File: src/hw/rtl/pksc_pkg.sv
`default_nettype none
// ----------------------------------------------------------------------------
// Phone key sort and count package
// Shared types, codes and the keypad table for the key sorter and counter.
// ----------------------------------------------------------------------------
package pksc_pkg;

    localparam int MAX_NUMBERS_DEF = 128;
    localparam int KEY_LEN_DEF     = 128;

    localparam logic [1:0] KIND_CHAR = 2'd0;
    localparam logic [1:0] KIND_END  = 2'd1;
    localparam logic [1:0] KIND_PULL = 2'd2;

    localparam logic [7:0] ASCII_0      = 8'h30;
    localparam logic [7:0] ASCII_9      = 8'h39;
    localparam logic [7:0] ASCII_A      = 8'h41;
    localparam logic [7:0] ASCII_Z      = 8'h5A;
    localparam logic [7:0] ASCII_HYPHEN = 8'h2D;

    localparam logic [3:0] HYPHEN_CODE = 4'd0;
    localparam logic [7:0] TALLY_MAX   = 8'd255;

    // Stored codes of the letters A to Z: keypad digit plus one.
    localparam logic [3:0] KEYPAD [26] = '{
        4'd3, 4'd3, 4'd3, 4'd4, 4'd4, 4'd4, 4'd5, 4'd5, 4'd5,
        4'd6, 4'd6, 4'd6, 4'd7, 4'd7, 4'd7, 4'd8, 4'd8, 4'd8, 4'd8,
        4'd9, 4'd9, 4'd9, 4'd10, 4'd10, 4'd10, 4'd10
    };

    typedef struct packed {
        logic [1:0] kind;
        logic [7:0] ch;
    } item_t;

    typedef struct packed {
        logic       valid_res;
        logic [5:0] out_char;
        logic       is_count;
        logic [7:0] count;
        logic       all_done;
        logic       overflow;
    } result_t;

    typedef enum logic [4:0] {
        S_IDLE,
        S_CHAR,
        S_CHAR2,
        S_SEARCH,
        S_ROW,
        S_CMP,
        S_CHK,
        S_TALLY_RD,
        S_TALLY_WR,
        S_NEW,
        S_COPY,
        S_COPY_WR,
        S_SHIFT,
        S_SHIFT_WR,
        S_PULL,
        S_PULL_ROW,
        S_PULL_SEL,
        S_PULL_CHAR,
        S_PUT
    } state_t;

    typedef enum logic [4:0] {
        OP_NONE,
        OP_LATCH,
        OP_HYPHEN,
        OP_CHAR,
        OP_SEARCH_RD,
        OP_ROW_RD,
        OP_CMP_RD,
        OP_IDX_INC,
        OP_POS_INC,
        OP_TALLY_RD,
        OP_TALLY_WR,
        OP_DROP,
        OP_NEW,
        OP_COPY_RD,
        OP_COPY_WR,
        OP_SHIFT_RD,
        OP_SHIFT_WR,
        OP_PLACE,
        OP_PULL_EMPTY,
        OP_PULL_RD,
        OP_PULL_ROW,
        OP_PULL_COUNT,
        OP_PULL_CHR_RD,
        OP_PULL_CHAR,
        OP_PUT
    } op_t;

    typedef struct packed {
        op_t op;
    } cmd_t;

    typedef struct packed {
        logic hyph;
        logic at_end;
        logic cmp_done;
        logic len_lt;
        logic len_eq;
        logic chr_lt;
        logic chr_eq;
        logic full;
        logic copy_done;
        logic shift_done;
        logic emit_empty;
        logic pos_in_key;
        logic out_free;
    } status_t;

    // Returns a keep flag and the stored code of one raw character.
    function automatic logic [4:0] char_code(input logic [7:0] c);
        logic [4:0] r;
        r = '0;
        if (c >= ASCII_0 && c <= ASCII_9) begin
            r = {1'b1, 4'(c - ASCII_0 + 8'd1)};
        end else if (c >= ASCII_A && c <= ASCII_Z) begin
            r = {1'b1, KEYPAD[5'(c - ASCII_A)]};
        end
        return r;
    endfunction

    function automatic logic [5:0] code_to_ascii(input logic [3:0] code);
        logic [7:0] a;
        a = ASCII_0 + 8'(code) - 8'd1;
        if (code == HYPHEN_CODE) begin
            a = ASCII_HYPHEN;
        end
        return a[5:0];
    endfunction

endpackage
`default_nettype wire

File: src/hw/rtl/pksc_ctrl.sv
`default_nettype none
// ----------------------------------------------------------------------------
// Phone key sort and count controller
// Sequences character appends, the sorted search and insert, and pulls.
// ----------------------------------------------------------------------------
module pksc_ctrl (
    input  wire logic              clk,
    input  wire logic              rst_n,
    input  wire logic              item_valid,
    input  wire logic [1:0]        kind,
    input  wire pksc_pkg::status_t status,
    output logic                   item_stall,
    output pksc_pkg::cmd_t         cmd
);
    import pksc_pkg::*;

    state_t state_reg;
    state_t state_next;

    always_ff @(posedge clk or negedge rst_n)
    begin
        if (!rst_n)
        begin
            state_reg <= S_IDLE;
        end
        else
        begin
            state_reg <= state_next;
        end
    end

    assign item_stall = (state_reg != S_IDLE);

    always_comb
    begin
        state_next = state_reg;
        cmd.op     = OP_NONE;
        case (state_reg)
            S_IDLE:
            begin
                if (item_valid)
                begin
                    cmd.op = OP_LATCH;
                    case (kind)
                        KIND_CHAR: state_next = S_CHAR;
                        KIND_END:  state_next = S_SEARCH;
                        KIND_PULL: state_next = S_PULL;
                        default:   state_next = S_IDLE;
                    endcase
                end
            end
            S_CHAR:
            begin
                if (status.hyph)
                begin
                    cmd.op     = OP_HYPHEN;
                    state_next = S_CHAR2;
                end
                else
                begin
                    cmd.op     = OP_CHAR;
                    state_next = S_IDLE;
                end
            end
            S_CHAR2:
            begin
                cmd.op     = OP_CHAR;
                state_next = S_IDLE;
            end
            S_SEARCH:
            begin
                if (status.at_end)
                begin
                    state_next = S_NEW;
                end
                else
                begin
                    cmd.op     = OP_SEARCH_RD;
                    state_next = S_ROW;
                end
            end
            S_ROW:
            begin
                cmd.op     = OP_ROW_RD;
                state_next = S_CMP;
            end
            S_CMP:
            begin
                if (status.cmp_done)
                begin
                    if (status.len_eq)
                    begin
                        state_next = S_TALLY_RD;
                    end
                    else if (status.len_lt)
                    begin
                        state_next = S_NEW;
                    end
                    else
                    begin
                        cmd.op     = OP_POS_INC;
                        state_next = S_SEARCH;
                    end
                end
                else
                begin
                    cmd.op     = OP_CMP_RD;
                    state_next = S_CHK;
                end
            end
            S_CHK:
            begin
                if (status.chr_eq)
                begin
                    cmd.op     = OP_IDX_INC;
                    state_next = S_CMP;
                end
                else if (status.chr_lt)
                begin
                    state_next = S_NEW;
                end
                else
                begin
                    cmd.op     = OP_POS_INC;
                    state_next = S_SEARCH;
                end
            end
            S_TALLY_RD:
            begin
                cmd.op     = OP_TALLY_RD;
                state_next = S_TALLY_WR;
            end
            S_TALLY_WR:
            begin
                cmd.op     = OP_TALLY_WR;
                state_next = S_IDLE;
            end
            S_NEW:
            begin
                if (status.full)
                begin
                    cmd.op     = OP_DROP;
                    state_next = S_IDLE;
                end
                else
                begin
                    cmd.op     = OP_NEW;
                    state_next = S_COPY;
                end
            end
            S_COPY:
            begin
                if (status.copy_done)
                begin
                    state_next = S_SHIFT;
                end
                else
                begin
                    cmd.op     = OP_COPY_RD;
                    state_next = S_COPY_WR;
                end
            end
            S_COPY_WR:
            begin
                cmd.op     = OP_COPY_WR;
                state_next = S_COPY;
            end
            S_SHIFT:
            begin
                if (status.shift_done)
                begin
                    cmd.op     = OP_PLACE;
                    state_next = S_IDLE;
                end
                else
                begin
                    cmd.op     = OP_SHIFT_RD;
                    state_next = S_SHIFT_WR;
                end
            end
            S_SHIFT_WR:
            begin
                cmd.op     = OP_SHIFT_WR;
                state_next = S_SHIFT;
            end
            S_PULL:
            begin
                if (status.emit_empty)
                begin
                    cmd.op     = OP_PULL_EMPTY;
                    state_next = S_PUT;
                end
                else
                begin
                    cmd.op     = OP_PULL_RD;
                    state_next = S_PULL_ROW;
                end
            end
            S_PULL_ROW:
            begin
                cmd.op     = OP_PULL_ROW;
                state_next = S_PULL_SEL;
            end
            S_PULL_SEL:
            begin
                if (status.pos_in_key)
                begin
                    cmd.op     = OP_PULL_CHR_RD;
                    state_next = S_PULL_CHAR;
                end
                else
                begin
                    cmd.op     = OP_PULL_COUNT;
                    state_next = S_PUT;
                end
            end
            S_PULL_CHAR:
            begin
                cmd.op     = OP_PULL_CHAR;
                state_next = S_PUT;
            end
            S_PUT:
            begin
                if (status.out_free)
                begin
                    cmd.op     = OP_PUT;
                    state_next = S_IDLE;
                end
            end
            default:
            begin
                state_next = S_IDLE;
            end
        endcase
    end

endmodule
`default_nettype wire

File: config.mk
export PLATFORM = sky130hd
export DESIGN_NAME = pksc_ctrl
export DESIGN_NICKNAME = d
export VERILOG_FILES = /design/src/hw/rtl/pksc_pkg.sv /design/src/hw/rtl/pksc_ctrl.sv
export SDC_FILE = /design/constraint.sdc
export NUM_CORES = 1
export LEC_CHECK = 0
export ABC_AREA = 1
export BUFFER_PORTS_ARGS = -buffer_cell sky130_fd_sc_hd__buf_2
export CORE_UTILIZATION = 46
export CTS_BUF_LIST = sky130_fd_sc_hd__clkbuf_8 sky130_fd_sc_hd__clkbuf_16
export CTS_CLUSTER_DIAMETER = 30
export CTS_CLUSTER_SIZE = 8
export DETAILED_ROUTE_END_ITERATION = 10
export PLACE_DENSITY = 0.8
export SLEW_MARGIN = 5
export SYNTH_ARGS = -nofsm -noshare
export SYNTH_HDL_FRONTEND = slang
export SYNTH_SLANG_ARGS = --single-unit
File: constraint.sdc
create_clock -name clk -period 1.2 [get_ports clk]
set_input_delay 0.18 -clock clk [delete_from_list [all_inputs] [get_ports clk]]
set_output_delay 0.18 -clock clk [all_outputs]
set_load 0.02 [all_outputs]
==> results.md, run 1 <==
* # IOs at 24
* Sink Count at 5
* Stopped at: 5_1_grt
* Die W at 44.9 um
* Register area share after synthesis at 0.148
* Number of synthesized flops with an enable pin at 0
* CTS Buffer Depth at 2
* PortBufs at 23
* Num CTS Buffers at 3
* GP Congestion at 0.976
* Synthesized cell area at 846 um^2
* Synth Warn # at 0
* Clock Tree Root: clkbuf_8
* Cell Rows at 15
* Dpl cells at 233
* Post-Syn Nets at 174
* Synth Flop Type: dfrtp_1
* Worst endpoint type: output port
* Post-synthesis register bit count at 5
* DP Worst Slack at -0.326 ns
* Final HPWL from detailed placement at 2450 um
* Post-synth ARST share at 1.00
* Error msg: [ERROR DPL-0038] Utilization greater than 100%, impossible to legalize
* Pin count of the biggest net entering global routing at 9
* Initial Util at 0.490
* Cells after Synth at 152
* Avg Inst Size Synth at 5.56 um^2
* Library cells used by synthesis at 23
* Status: aborted with a tool error
* H-tree depth at 1
* Worst setup endpoint GRT: cmd[1]
* Die height at 44.9 um
## logic make-up after synthesis
kind of cell    synth area share
buf+inv                    0.107
fa+ha+maj                 0.0592
compound gates            0.0695
flops                      0.148
simple gates               0.617
## stage by stage
step,cell area [um^2],util
floorplan,868,-
global placement,1260,0.731
detailed placement,1260,0.731
CTS,1540,0.891
## what timing repair did
| action | 4_1_cts |
|---|---|
| endpoints found under the setup margin | 11 |
| pin swaps | 7 |
| gates resized for setup | 31 |
| hold buffers | 1 |
| buffers inserted | 19 |
| endpoints found under the hold margin | 5 |
| cloned | 0 |
## cells in the mapped netlist (2+ instances only)
library cell / n / area, um^2
ha_1: 4 / 50.1
inv_2: 7 / 26.3
inv_1: 17 / 63.8
nand3_1: 21 / 105
a31oi_1: 2 / 12.5
a21oi_1: 3 / 15.0
dfrtp_1: 5 / 125
nand3_2: 2 / 20.0
nor2_4: 3 / 33.8
nor2_1: 22 / 82.6
nor2_2: 2 / 12.5
nand3b_1: 2 / 15.0
o21ai_1: 2 / 10.0
nand4_1: 4 / 25.0
nand2_1: 44 / 165
nor3_1: 4 / 20.0
nand3b_2: 2 / 22.5
==> run 2: changes to the inputs <==
--- a/config.mk
+++ b/config.mk
@@ -7,12 +7,10 @@
 export LEC_CHECK = 0
 export ABC_AREA = 1
 export BUFFER_PORTS_ARGS = -buffer_cell sky130_fd_sc_hd__buf_2
-export CORE_UTILIZATION = 46
-export CTS_BUF_LIST = sky130_fd_sc_hd__clkbuf_8 sky130_fd_sc_hd__clkbuf_16
-export CTS_CLUSTER_DIAMETER = 30
-export CTS_CLUSTER_SIZE = 8
+export CORE_AREA = 2 2 63 65
 export DETAILED_ROUTE_END_ITERATION = 10
-export PLACE_DENSITY = 0.8
+export DIE_AREA = 0 0 65 67
+export PLACE_DENSITY_LB_ADDON = 0.15
 export SLEW_MARGIN = 5
 export SYNTH_ARGS = -nofsm -noshare
 export SYNTH_HDL_FRONTEND = slang
==> constraint.sdc (replaced) <==
create_clock -name clk -period 1.56 [get_ports clk]
set_input_delay 0.234 -clock clk [delete_from_list [all_inputs] [get_ports clk]]
set_output_delay 0.234 -clock clk [all_outputs]
set_load 0.02 [all_outputs]
==> results.md, run 2 <==
* Status: complete, but fails checks (was aborted with a tool error)
* Violated checks: setup timing
* CTS Buffer Depth at 2 (unchanged)
* First drt pass iteration count at 4
* Final HPWL from detailed placement at 2660 um (was 2450 um)
* Final wirelength at 3350 um
* ANT nets after route at 0
* CORE AREA at 3610 um^2
* Worst r2r src: state_reg[0]$_DFFE_PN0P_
* Vias in the first global route at 1231
* Synth Flop Type: dfrtp_1 (unchanged)
* P_leak at 0.906 nW
* CP Data Required Time at 1.33 ns
* Most common cell after layout, fill and taps aside: nand2_1
* GP Congestion at 0.879 (was 0.976)
* Fmax at 553 MHz
* TritonCTS clock tree: built
* Reg2Reg Depth at 10
* Fill count at 390
* Register area share after synthesis at 0.148 (unchanged)
* Hold Worst Slack at 0.317 ns
* Layout cells sized above 1 at 0.502
* Num CTS Buffers at 3 (unchanged)
* Initial DRC count at 112
* Worst setup startpoint: state_reg[4]$_DFFE_PN0P_
* Crit path kind: flip-flop to primary output
* Synth Warn # at 0 (unchanged)
* Footprint of the multi-input gates at 778 um^2
* Yosys top cell area share at 0.195 (unchanged)
* Sink Count at 5 (unchanged)
* Count leader, synth: nand2_1 (unchanged)
* Antenna violations before repair at 0
* Max_cap viols at 0
* Synth-to-Final Area Change at 84.3%
* Final Hold Fails at 0
* Post-synth ARST share at 1.00 (unchanged)
* Via count at 1220
* # IOs at 24 (unchanged)
* Library cells used by synthesis at 23 (unchanged)
* Final Skew at 0.00278 ns
* Die Area at 4360 um^2
* Final instance area at 1560 um^2
* Drt wl/cell at 12.6 um
* Startpoint Class: flip-flop
* Comb power frac at 0.801
* Slew Limit Fails at 0
* Final setup violation count at 7
* Tcrit/Tclk final at 1.16
* Number of synthesized flops with an enable pin at 0 (unchanged)
* Cells after Synth at 152 (unchanged)
* Layout Nets at 240
* Avg Inst Size Synth at 5.56 um^2 (unchanged)
* # diodes at 0
* Synthesized cell area at 846 um^2 (unchanged)
* Slew @ Worst Pin at 0.217 ns
* Pin count of the biggest net entering global routing at 7
* Post-synth top cells: nand2_1 (44), nor2_1 (22), nand3_1 (21) (unchanged)
* Initial Util at 0.235 (was 0.490)
* Final setup margin at -0.249 ns
* WP data arrival at 1.57 ns
* Hold_sp: status[2]
* Vias per std cell at 4.60
* Area of placed instances at 1220 um^2 (was 1260 um^2)
* RSZ-0062 raised after global routing: true
* Sequential power share at 0.106
* Commonest cells after routing, fill and taps aside: nand2_1 (37), buf_4 (34), buf_2 (18)
* Cell Rows at 22 (was 15)
* Sw power at 1.25 mW
* Die W at 65 um (was 44.9 um)
* First-pass GRT wire length at 5540 um
* Post-route DRC at 0
* Gr usage total at 0.167
* H-tree depth at 1 (unchanged)
* Share of total power in the clock network at 0.093
* PortBufs at 23 (unchanged)
* Min-Delay Path Depth at 3
* Final min period at 1.81 ns
* Yosys top cell by area: nand2_1 (unchanged)
* Peak VDD IR at 0.000451 V
* Cell Pwr Density at 1630 nW/um^2
* Post-Syn Nets at 174 (unchanged)
* Max FFs per register at 5
* Die height at 67 um (was 44.9 um)
* Top post-synthesis cells by area: nand2_1 (20%), dfrtp_1 (15%), nand3_1 (12%) (unchanged)
* Setup TNS at -1.18 ns
* Clock Tree Root: clkbuf_8 (unchanged)
* Switching Fraction at 0.491
* Int Pwr at 1.29 mW
* Worst-path clk slew at 0.04 ns
* Crit path max fanout at 5
* Setup crit end kind: primary output
* Slew headroom at 0.854
* Overflow after GRT at 0
* Register area at 129 um^2
* Worst-skew pair later-pin latency at 0.22 ns
* Post-synthesis register bit count at 5 (unchanged)
* Worst hold path class: primary input to flip-flop
run 2: final timing paths:
check                                                 to  slack [ns]
worst min-delay path            state_reg[4]$_DFFE_PN0P_        0.32
min in group asynchronous       state_reg[4]$_DFFE_PN0P_        0.36
max in group asynchronous       state_reg[3]$_DFFE_PN0P_        1.05
worst min register to register  state_reg[4]$_DFFE_PN0P_        0.89
worst max-delay path                              cmd[1]       -0.25
worst max register to register  state_reg[0]$_DFFE_PN0P_       -0.01
run 2: cell families after synthesis:
logic type,Yosys count,share of synthesized area
simple gates,109,0.617
fa+ha+maj,4,0.0592
compound gates,10,0.0695
buf+inv,24,0.107
flops,5,0.148
run 2: layer usage:
layer / track usage / wire (um) / vias up
li1: - / - / 621
met1: 0.208 / 1390 / 553
met2: 0.300 / 1750 / 44
met3: 0.0338 / 189 / 2
met4: 0.0239 / 14 / 0
met5: 0 / 0 / -
run 2: timing repair:
| item | in CTS | in global routing |
|---|---|---|
| endpoints found under the hold margin | 5 | 0 |
| buffers inserted | 7 | 5 |
| gates cloned | 0 | 0 |
| hold buffers | 1 | 0 |
| resized for setup | 32 | 19 |
| pin swaps | 6 | 11 |
| endpoints found under the setup margin | 7 | 10 |
run 2: cell type report:
class                   instances  share of cell area
inverters                      24              0.0594
repair buffers                 61               0.291
flip-flops and latches          5              0.0827
clock buffers                   4              0.0289
multi-input cells             123               0.499
well taps                      48              0.0385
run 2: per-stage QoR:
stage	worst slack, ns	power [mW]	cells	util
after floorplan	0.0730	1.10	152	-
final	-0.249	2.54	265	0.432
after CTS	-0.240	2.34	261	0.404
after detailed placement	-0.122	1.71	249	0.337
after global placement	-0.173	1.74	249	0.337
after global routing	-0.324	2.75	265	0.432
run 2: critical path, stage by stage, from the launching register on:
cell	delay, ns
dfrtp_1	0.38
inv_2	0.11
nand2_1	0.10
nor2_4	0.17
nand2_1	0.15
o21ai_4	0.16
nor2_2	0.06
nand4_1	0.10
buf_6	0.13
run 2: power groups by stage:
stage	logic [mW]	clock network, mW	registers [mW]
floorplan	0.856	0	0.246
global placement	1.48	0	0.252
detailed placement	1.46	0	0.253
CTS	1.84	0.242	0.260
global route	2.22	0.254	0.281
finish	2.03	0.237	0.268
(Power assumes the default switching activity.)
